<file path="config.mk">
export PLATFORM = sky130hd
export DESIGN_NAME = ps2_scan_code_key_state_tracker_flat
export DESIGN_NICKNAME = d
export VERILOG_FILES = /design/src/rtl/ps2kst_pkg.sv /design/src/rtl/ps2kst_if.sv /design/src/rtl/ps2kst_keymap.sv /design/src/rtl/ps2_scan_code_key_state_tracker.sv /design/src/flat_wrapper.sv
export SDC_FILE = /design/constraint.sdc
export NUM_CORES = 1
export LEC_CHECK = 0
export BUFFER_PORTS_ARGS = -buffer_cell sky130_fd_sc_hd__buf_2
export CAP_MARGIN = 5
export CELL_PAD_IN_SITES_DETAIL_PLACEMENT = 2
export CELL_PAD_IN_SITES_GLOBAL_PLACEMENT = 2
export CORE_MARGIN = 5
export CORE_UTILIZATION = 45
export CTS_BUF_LIST = sky130_fd_sc_hd__clkbuf_8
export DETAILED_ROUTE_END_ITERATION = 16
export PLACE_DENSITY = 0.91
export SLEW_MARGIN = 20
export SYNTH_ARGS = -nofsm -noshare
export SYNTH_HDL_FRONTEND = slang
export SYNTH_SLANG_ARGS = --single-unit
</file>
<file path="constraint.sdc">
create_clock -name clk -period 3.5 [get_ports clk]
set_clock_uncertainty 0.1 [all_clocks]
set_input_delay 0.35 -clock clk [delete_from_list [all_inputs] [get_ports clk]]
set_output_delay 0.35 -clock clk [all_outputs]
set_load 0.05 [all_outputs]
</file>
<file path="src/rtl/ps2kst_pkg.sv">
// ----------------------------------------------------------------------------
// ps2kst_pkg
// Shared types and constants for the PS/2 scan code key state tracker.
// ----------------------------------------------------------------------------
package ps2kst_pkg;

    localparam int unsigned KEY_BITS  = 8;
    localparam int unsigned KEY_COUNT = 1 << KEY_BITS;

    localparam logic [KEY_BITS-1:0] PREFIX_EXTENDED = 8'hE0;
    localparam logic [KEY_BITS-1:0] PREFIX_BREAK    = 8'hF0;

    typedef enum logic {
        CMD_BYTE  = 1'b0,
        CMD_QUERY = 1'b1
    } command_t;

    typedef logic [KEY_BITS-1:0]  key_t;
    typedef logic [KEY_COUNT-1:0] key_map_t;

    typedef struct packed {
        command_t command;
        key_t     rx_byte;
        key_t     query_key;
        logic     query_extended;
    } scan_item_t;

    typedef struct packed {
        logic key_down;
        logic event_valid;
        key_t event_key;
        logic event_extended;
        logic event_release;
    } key_result_t;

endpackage

</file>
<file path="src/rtl/ps2kst_if.sv">
// ----------------------------------------------------------------------------
// ps2kst interfaces
// Request channel (scan bytes and queries) and result channel.
// ----------------------------------------------------------------------------
interface ps2kst_req_if;
    logic       valid;
    logic       ready;
    logic       command;
    logic [7:0] rx_byte;
    logic [7:0] query_key;
    logic       query_extended;

    modport source (output valid, command, rx_byte, query_key, query_extended,
                    input ready);
    modport sink   (input valid, command, rx_byte, query_key, query_extended,
                    output ready);
endinterface

interface ps2kst_rsp_if;
    logic       valid;
    logic       ready;
    logic       key_down;
    logic       event_valid;
    logic [7:0] event_key;
    logic       event_extended;
    logic       event_release;

    modport source (output valid, key_down, event_valid, event_key, event_extended,
                    event_release, input ready);
    modport sink   (input valid, key_down, event_valid, event_key, event_extended,
                    event_release, output ready);
endinterface

</file>
<file path="src/rtl/ps2kst_keymap.sv">
// ----------------------------------------------------------------------------
// ps2kst_keymap
// Prefix tracking, plain and extended key-down maps, and result decode.
// ----------------------------------------------------------------------------
module ps2kst_keymap
    import ps2kst_pkg::*;
(
    input  logic        clk,
    input  logic        rst_n,
    input  logic        fire,
    input  scan_item_t  item,
    output key_result_t result
);

    logic     ext_pending_reg, ext_pending_next;
    logic     rel_pending_reg, rel_pending_next;
    key_map_t plain_map_reg, plain_map_next;
    key_map_t ext_map_reg, ext_map_next;

    logic is_prefix_ext;
    logic is_prefix_brk;
    logic is_key_byte;

    assign is_prefix_ext = (item.rx_byte == PREFIX_EXTENDED);
    assign is_prefix_brk = (item.rx_byte == PREFIX_BREAK);
    assign is_key_byte   = (item.command == CMD_BYTE) && !is_prefix_ext && !is_prefix_brk;

    always_comb
    begin
        result = '0;
        case (item.command)
            CMD_QUERY:
            begin
                result.key_down = item.query_extended ? ext_map_reg[item.query_key]
                                                      : plain_map_reg[item.query_key];
            end
            CMD_BYTE:
            begin
                if (is_key_byte)
                begin
                    result.event_valid    = 1'b1;
                    result.event_key      = item.rx_byte;
                    result.event_extended = ext_pending_reg;
                    result.event_release  = rel_pending_reg;
                end
            end
            default:
            begin
                result = '0;
            end
        endcase
    end

    always_comb
    begin
        ext_pending_next = ext_pending_reg;
        rel_pending_next = rel_pending_reg;
        plain_map_next   = plain_map_reg;
        ext_map_next     = ext_map_reg;
        if (fire && (item.command == CMD_BYTE))
        begin
            if (is_prefix_ext)
            begin
                ext_pending_next = 1'b1;
            end
            else if (is_prefix_brk)
            begin
                rel_pending_next = 1'b1;
            end
            else
            begin
                // make sets the bit, break clears it
                if (ext_pending_reg)
                begin
                    ext_map_next[item.rx_byte] = !rel_pending_reg;
                end
                else
                begin
                    plain_map_next[item.rx_byte] = !rel_pending_reg;
                end
                ext_pending_next = 1'b0;
                rel_pending_next = 1'b0;
            end
        end
    end

    always_ff @(posedge clk or negedge rst_n)
    begin
        if (!rst_n)
        begin
            ext_pending_reg <= 1'b0;
            rel_pending_reg <= 1'b0;
            plain_map_reg   <= '0;
            ext_map_reg     <= '0;
        end
        else
        begin
            ext_pending_reg <= ext_pending_next;
            rel_pending_reg <= rel_pending_next;
            plain_map_reg   <= plain_map_next;
            ext_map_reg     <= ext_map_next;
        end
    end

`ifndef SYNTHESIS
    a_query_keeps_state: assert property (@(posedge clk) disable iff (!rst_n)
        fire && (item.command == CMD_QUERY) |=>
            $stable(plain_map_reg) && $stable(ext_map_reg)
            && $stable(ext_pending_reg) && $stable(rel_pending_reg))
        else $error("query changed key state");

    a_ext_prefix_arms: assert property (@(posedge clk) disable iff (!rst_n)
        fire && (item.command == CMD_BYTE) && is_prefix_ext |=> ext_pending_reg)
        else $error("E0 prefix not armed");

    a_event_drops_prefixes: assert property (@(posedge clk) disable iff (!rst_n)
        fire && is_key_byte |=> !ext_pending_reg && !rel_pending_reg)
        else $error("prefixes not dropped after key byte");

    a_plain_make_sets_bit: assert property (@(posedge clk) disable iff (!rst_n)
        fire && is_key_byte && !ext_pending_reg && !rel_pending_reg |=>
            plain_map_reg[$past(item.rx_byte)] && $stable(ext_map_reg))
        else $error("plain make did not set key bit");
`endif

endmodule

</file>
<file path="src/rtl/ps2_scan_code_key_state_tracker.sv">
// ----------------------------------------------------------------------------
// ps2_scan_code_key_state_tracker
// Tracks PS/2 set 2 make/break codes in plain and E0 key-down maps.
// ----------------------------------------------------------------------------
// a request is registered in item_reg, then its result in result_reg once that slot is free
// throughput: one request per cycle while results are taken, set by the single map update per item
// the result register lets a new request in while a result waits to be taken
// reset clears both key maps and both prefixes at once, no clearing pass
module ps2_scan_code_key_state_tracker
    import ps2kst_pkg::*;
(
    input  logic clk,
    input  logic rst_n,
    ps2kst_req_if.sink   scan,
    ps2kst_rsp_if.source result
);

    scan_item_t  item_reg, item_next;
    logic        item_valid_reg, item_valid_next;
    key_result_t result_reg, result_next;
    logic        result_valid_reg, result_valid_next;

    logic accept;
    logic advance;

    assign advance    = item_valid_reg && (!result_valid_reg || result.ready);
    assign scan.ready = !item_valid_reg || advance;
    assign accept     = scan.valid && scan.ready;

    assign item_next.command        = command_t'(scan.command);
    assign item_next.rx_byte        = scan.rx_byte;
    assign item_next.query_key      = scan.query_key;
    assign item_next.query_extended = scan.query_extended;

    assign item_valid_next   = accept || (item_valid_reg && !advance);
    assign result_valid_next = advance || (result_valid_reg && !result.ready);

    ps2kst_keymap u_keymap (
        .clk    (clk),
        .rst_n  (rst_n),
        .fire   (advance),
        .item   (item_reg),
        .result (result_next)
    );

    always_ff @(posedge clk or negedge rst_n)
    begin
        if (!rst_n)
        begin
            item_valid_reg   <= 1'b0;
            result_valid_reg <= 1'b0;
        end
        else
        begin
            item_valid_reg   <= item_valid_next;
            result_valid_reg <= result_valid_next;
        end
    end

    always_ff @(posedge clk)
    begin
        if (accept)
        begin
            item_reg <= item_next;
        end
        if (advance)
        begin
            result_reg <= result_next;
        end
    end

    assign result.valid          = result_valid_reg;
    assign result.key_down       = result_reg.key_down;
    assign result.event_valid    = result_reg.event_valid;
    assign result.event_key      = result_reg.event_key;
    assign result.event_extended = result_reg.event_extended;
    assign result.event_release  = result_reg.event_release;

endmodule

</file>
<file path="src/flat_wrapper.sv">
// flat-port wrapper written by rule: the top's interface ports become plain ports
module ps2_scan_code_key_state_tracker_flat import ps2kst_pkg::*;
  (clk, rst_n, scan_valid, scan_command, scan_rx_byte, scan_query_key, scan_query_extended, scan_ready, result_valid, result_key_down, result_event_valid, result_event_key, result_event_extended, result_event_release, result_ready);
  ps2kst_req_if scan_i ();
  ps2kst_rsp_if result_i ();
  input  logic clk;
  input  logic rst_n;
  input wire logic [$bits(scan_i.valid)-1:0] scan_valid;
  input wire logic [$bits(scan_i.command)-1:0] scan_command;
  input wire logic [$bits(scan_i.rx_byte)-1:0] scan_rx_byte;
  input wire logic [$bits(scan_i.query_key)-1:0] scan_query_key;
  input wire logic [$bits(scan_i.query_extended)-1:0] scan_query_extended;
  output wire logic [$bits(scan_i.ready)-1:0] scan_ready;
  output wire logic [$bits(result_i.valid)-1:0] result_valid;
  output wire logic [$bits(result_i.key_down)-1:0] result_key_down;
  output wire logic [$bits(result_i.event_valid)-1:0] result_event_valid;
  output wire logic [$bits(result_i.event_key)-1:0] result_event_key;
  output wire logic [$bits(result_i.event_extended)-1:0] result_event_extended;
  output wire logic [$bits(result_i.event_release)-1:0] result_event_release;
  input wire logic [$bits(result_i.ready)-1:0] result_ready;
  assign scan_i.valid = scan_valid;
  assign scan_i.command = scan_command;
  assign scan_i.rx_byte = scan_rx_byte;
  assign scan_i.query_key = scan_query_key;
  assign scan_i.query_extended = scan_query_extended;
  assign scan_ready = scan_i.ready;
  assign result_valid = result_i.valid;
  assign result_key_down = result_i.key_down;
  assign result_event_valid = result_i.event_valid;
  assign result_event_key = result_i.event_key;
  assign result_event_extended = result_i.event_extended;
  assign result_event_release = result_i.event_release;
  assign result_i.ready = result_ready;
  ps2_scan_code_key_state_tracker u_core (.clk(clk), .rst_n(rst_n), .scan(scan_i), .result(result_i));
endmodule
</file>
==> out/metrics.json <==
{
  "crit_type": {"value": "flip-flop to flip-flop"},
  "timing.fmax": {"value": 250, "unit": "MHz"},
  "total_leakage_power": {"value": 12.0, "unit": "nW"},
  "drv_slew": {"value": 0},
  "yosys-top-cells-area": {"value": "sky130_fd_sc_hd__dfrtp_1 50%, sky130_fd_sc_hd__o31ai_1 15%, sky130_fd_sc_hd__mux4_2 9.5%"},
  "failed_checks": {"value": "setup timing"},
  "vdd_drop_max": {"value": 309, "unit": "µV"},
  "synth_area": {"value": 26000, "unit": "µm²"},
  "critPathCaptureType": {"value": "flip-flop"},
  "detail_route.wirelength": {"value": 125, "unit": "mm"},
  "grt_pass1_vias": {"value": 24900},
  "worst_r2r_startpoint": {"value": "u_core.item_reg[4]"},
  "groute.usage.overall": {"value": 0.362},
  "vias_per_cell": {"value": 7.77},
  "worstPathMaxFanout": {"value": 21},
  "worstSkewPairLatency": {"value": 740, "unit": "ps"},
  "detailedPlace.worstSlack": {"value": 170, "unit": "ps"},
  "drt_iter0_markers": {"value": 3411},
  "grt_first_pass_wirelength": {"value": 173, "unit": "mm"},
  "clk_pin_slew": {"value": 90, "unit": "ps"},
  "final_core_util": {"value": 0.505},
  "syn-mean-instance-area": {"value": 11.3, "unit": "µm²"},
  "post_synth_most_frequent_cells": {"value": "516 x sky130_fd_sc_hd__dfrtp_1, 508 x sky130_fd_sc_hd__o31ai_1, 485 x sky130_fd_sc_hd__o21ai_0"},
  "met1_usage": {"value": 0.443},
  "synthesis.instances": {"value": 2293},
  "setup.worst_path.start": {"value": "u_core.item_reg[4]"},
  "critPathMaxStageDelay": {"value": 780, "unit": "ps"},
  "floorplan.die.height": {"value": 250, "unit": "µm"},
  "synth_most_common_cell": {"value": "sky130_fd_sc_hd__dfrtp_1"},
  "sequentialPowerShare": {"value": 0.474},
  "synth_sequential_area_ratio": {"value": 0.531},
  "p_sw": {"value": 4.23, "unit": "mW"},
  "cts_buffers": {"value": 93},
  "crit_arrival": {"value": 4460, "unit": "ps"},
  "number_of_synthesized_flops_with_an_enable_pin": {"value": 30},
  "route.detailed.drc": {"value": 0},
  "grtUsageMet3": {"value": 0.0769},
  "layout.nets": {"value": 2260},
  "power_density": {"value": 488, "unit": "nW/µm²"},
  "gp_congestion": {"value": 0.844},
  "avgRoutedWirePerCell": {"value": 40.7, "unit": "µm"},
  "cts.sink_count": {"value": 546},
  "tritoncts": {"value": "done"},
  "dr_vias": {"value": 23900},
  "port_buffers": {"value": 35},
  "finalWorstSetupSlack": {"value": -500, "unit": "ps"},
  "max-clock-path-buffers": {"value": 3},
  "worstRegToRegCells": {"value": 9},
  "grt_use_met2": {"value": 0.591},
  "cp.required": {"value": 3960, "unit": "ps"},
  "synth_nets": {"value": 2315},
  "hpwlAfterDp": {"value": 59.5, "unit": "mm"},
  "cpMostUsedCell": {"value": "sky130_fd_sc_hd__a22oi_1"},
  "finalHoldViolCount": {"value": 0},
  "reg2reg_to": {"value": "u_core.result.key_down"},
  "power.combinational.fraction": {"value": 0.083},
  "worst-r2r-setup-slack": {"value": -500, "unit": "ps"},
  "floorplan.die_area": {"value": 62700, "unit": "µm²"},
  "synthDistinctLibCells": {"value": 52},
  "htree_levels": {"value": 3},
  "internal-power": {"value": 9.93, "unit": "mW"},
  "congestion_overflow_gr": {"value": 0},
  "timing.critical_path.slowest_stage_cell": {"value": "sky130_fd_sc_hd__a22oi_1"},
  "max_slew_margin": {"value": 0.164},
  "grt_antenna_before_repair": {"value": 8},
  "drv.max_cap_violation_count": {"value": 0},
  "globalRoute.busiestLayer": {"value": "met2"},
  "root_buffer": {"value": "sky130_fd_sc_hd__clkbuf_8"},
  "tightest_slew": {"value": 1240, "unit": "ps"},
  "async_flop_share": {"value": 0.945},
  "cp-start-kind": {"value": "flip-flop"},
  "first_pass_iters": {"value": 6},
  "num_io_pins": {"value": 36},
  "p_clk_frac": {"value": 0.442},
  "hold_path_class": {"value": "input pin to asynchronous set/reset pin"},
  "synth_ff_type": {"value": "sky130_fd_sc_hd__dfrtp_1"},
  "ys_seq_elements": {"value": 546},
  "post_route_cells_drive_above_1_share": {"value": 0.172},
  "grt_start_max_net_pins": {"value": 78},
  "finalWorstPathRequiredPeriod": {"value": 4000, "unit": "ps"},
  "yosysTopAreaCellShare": {"value": 0.497},
  "power.switching_fraction": {"value": 0.299},
  "post-route-period-util": {"value": 1.14},
  "initial_core_utilization": {"value": 0.452},
  "timing.critical_path.cells": {"value": "buf_4, nor2b_1, buf_4, a22oi_1, nand2_1, a22oi_1, a22oi_1, a22oi_1, o211ai_1"},
  "number_of_endpoints_failing_setup_at_the_final_stage": {"value": 42},
  "die_x": {"value": 250, "unit": "µm"},
  "synth.yosys.warnings": {"value": 0},
  "synth_top_area_cell": {"value": "sky130_fd_sc_hd__dfrtp_1"},
  "outcome": {"value": "complete, but fails checks"},
  "floorplan.core_area": {"value": 57500, "unit": "µm²"},
  "ant_nets": {"value": 0},
  "worstSetupEndpoint": {"value": "u_core.result.key_down"},
  "layout-area-overhead-vs-synth": {"value": 11.7, "unit": "%"},
  "row_count": {"value": 88}
}
[timing repair]
item / CTS / global route
gates resized for setup: 1 / 3
hold buffers: 22 / 0
setup endpoints to repair: 13 / 35
hold endpoints to repair: 83 / 0
buffers inserted: 0 / 5
[power groups by stage]
stage | Sequential [mW] | Clock, mW | Combinational, mW
after CTS | 6.68 | 5.99 | 1.08
after floorplan | 6.74 | 0 | 0.567
final | 6.72 | 6.27 | 1.18
after global routing | 6.71 | 6.55 | 1.22
after global placement | 6.75 | 0 | 0.929
after detailed placement | 6.78 | 0 | 1.02
[stage by stage]
step                instances  TNS [ps]  power (mW)  cell area (µm²)  hold slack [ps]
floorplan                2293         0        7.30            26000            -45.6
global placement         2881         0        7.68            26900              261
detailed placement       2881         0        7.80            26900              263
CTS                      3069         0        13.8            29000              112
global route             3075     -1200        14.5            29000              157
finish                   3077     -3140        14.2            29000              105
[final cells by class]
| type | instances | area, µm² |
|---|---|---|
| Antenna cell | 3 | 7.51 |
| Clock inverter | 49 | 221 |
| Sequential cell | 546 | 13800 |
| Multi-Input combinational cell | 1434 | 11000 |
| Inverter | 3 | 11.3 |
| Tap cell | 765 | 957 |
| Clock buffer | 117 | 1610 |
| Fill cell | 5510 | 28400 |
| Timing Repair Buffer | 160 | 1430 |
[worst min path at each step]
stage                                                    end  cells past startpoint  slack (ps)
after floorplan                        u_core.item_valid_reg                      0         -50
after global placement    u_core.u_keymap.plain_map_reg[240]                      0         260
after detailed placement    u_core.u_keymap.ext_map_reg[240]                      0         260
after CTS                    u_core.u_keymap.ext_map_reg[11]                      2         110
after global routing          u_core.u_keymap.ext_map_reg[9]                      2         160
final                      u_core.u_keymap.plain_map_reg[38]                      2         100
[layer usage]
| layer | part of all wire | wire, µm | up-vias |
|---|---|---|---|
| met5 | 0.00059 | 74 | - |
| met2 | 0.46 | 58100 | 2059 |
| met1 | 0.35 | 43800 | 12300 |
| met4 | 0.087 | 10900 | 10 |
| met3 | 0.10 | 12500 | 733 |
| li1 | - | - | 8814 |
[cells in the final DEF (no fill, tap or decap), drive strengths merged, types with 2 or more instances in the layout]
cell type,n
clkbuf,117
nor2,23
or4,2
nor4,2
dlygate4sd3,22
dfrtp,516
nand3,23
buf,138
o22a,2
o21bai,4
nand3b,2
nand2b,5
nand4b,2
nand4,4
nand2,47
mux2,8
a221oi,4
diode,3
nor3b,2
mux4,110
o31ai,508
o22ai,10
edfxtp,30
and2,13
a22oi,24
o21ai,514
mux2i,51
clkinv,11
inv,39
and3,5
a21oi,14
o221ai,20
nor2b,18
a31oi,2
nor3,3
[kinds of logic after synthesis]
family / synth area share
compound gates: 0.270
mux: 0.118
simple gates: 0.0307
buf+inv: 0.0495
flops: 0.531
[worst max-delay path, delay by kind of cell, from the launching register on]
family	cells	cell delay, ps
DFF	1	670
AOI/OAI and AO/OA	5	1660
buffers and inverters	2	730
and+or+nand+nor	2	650
Power figures use the tool's default switching activity.
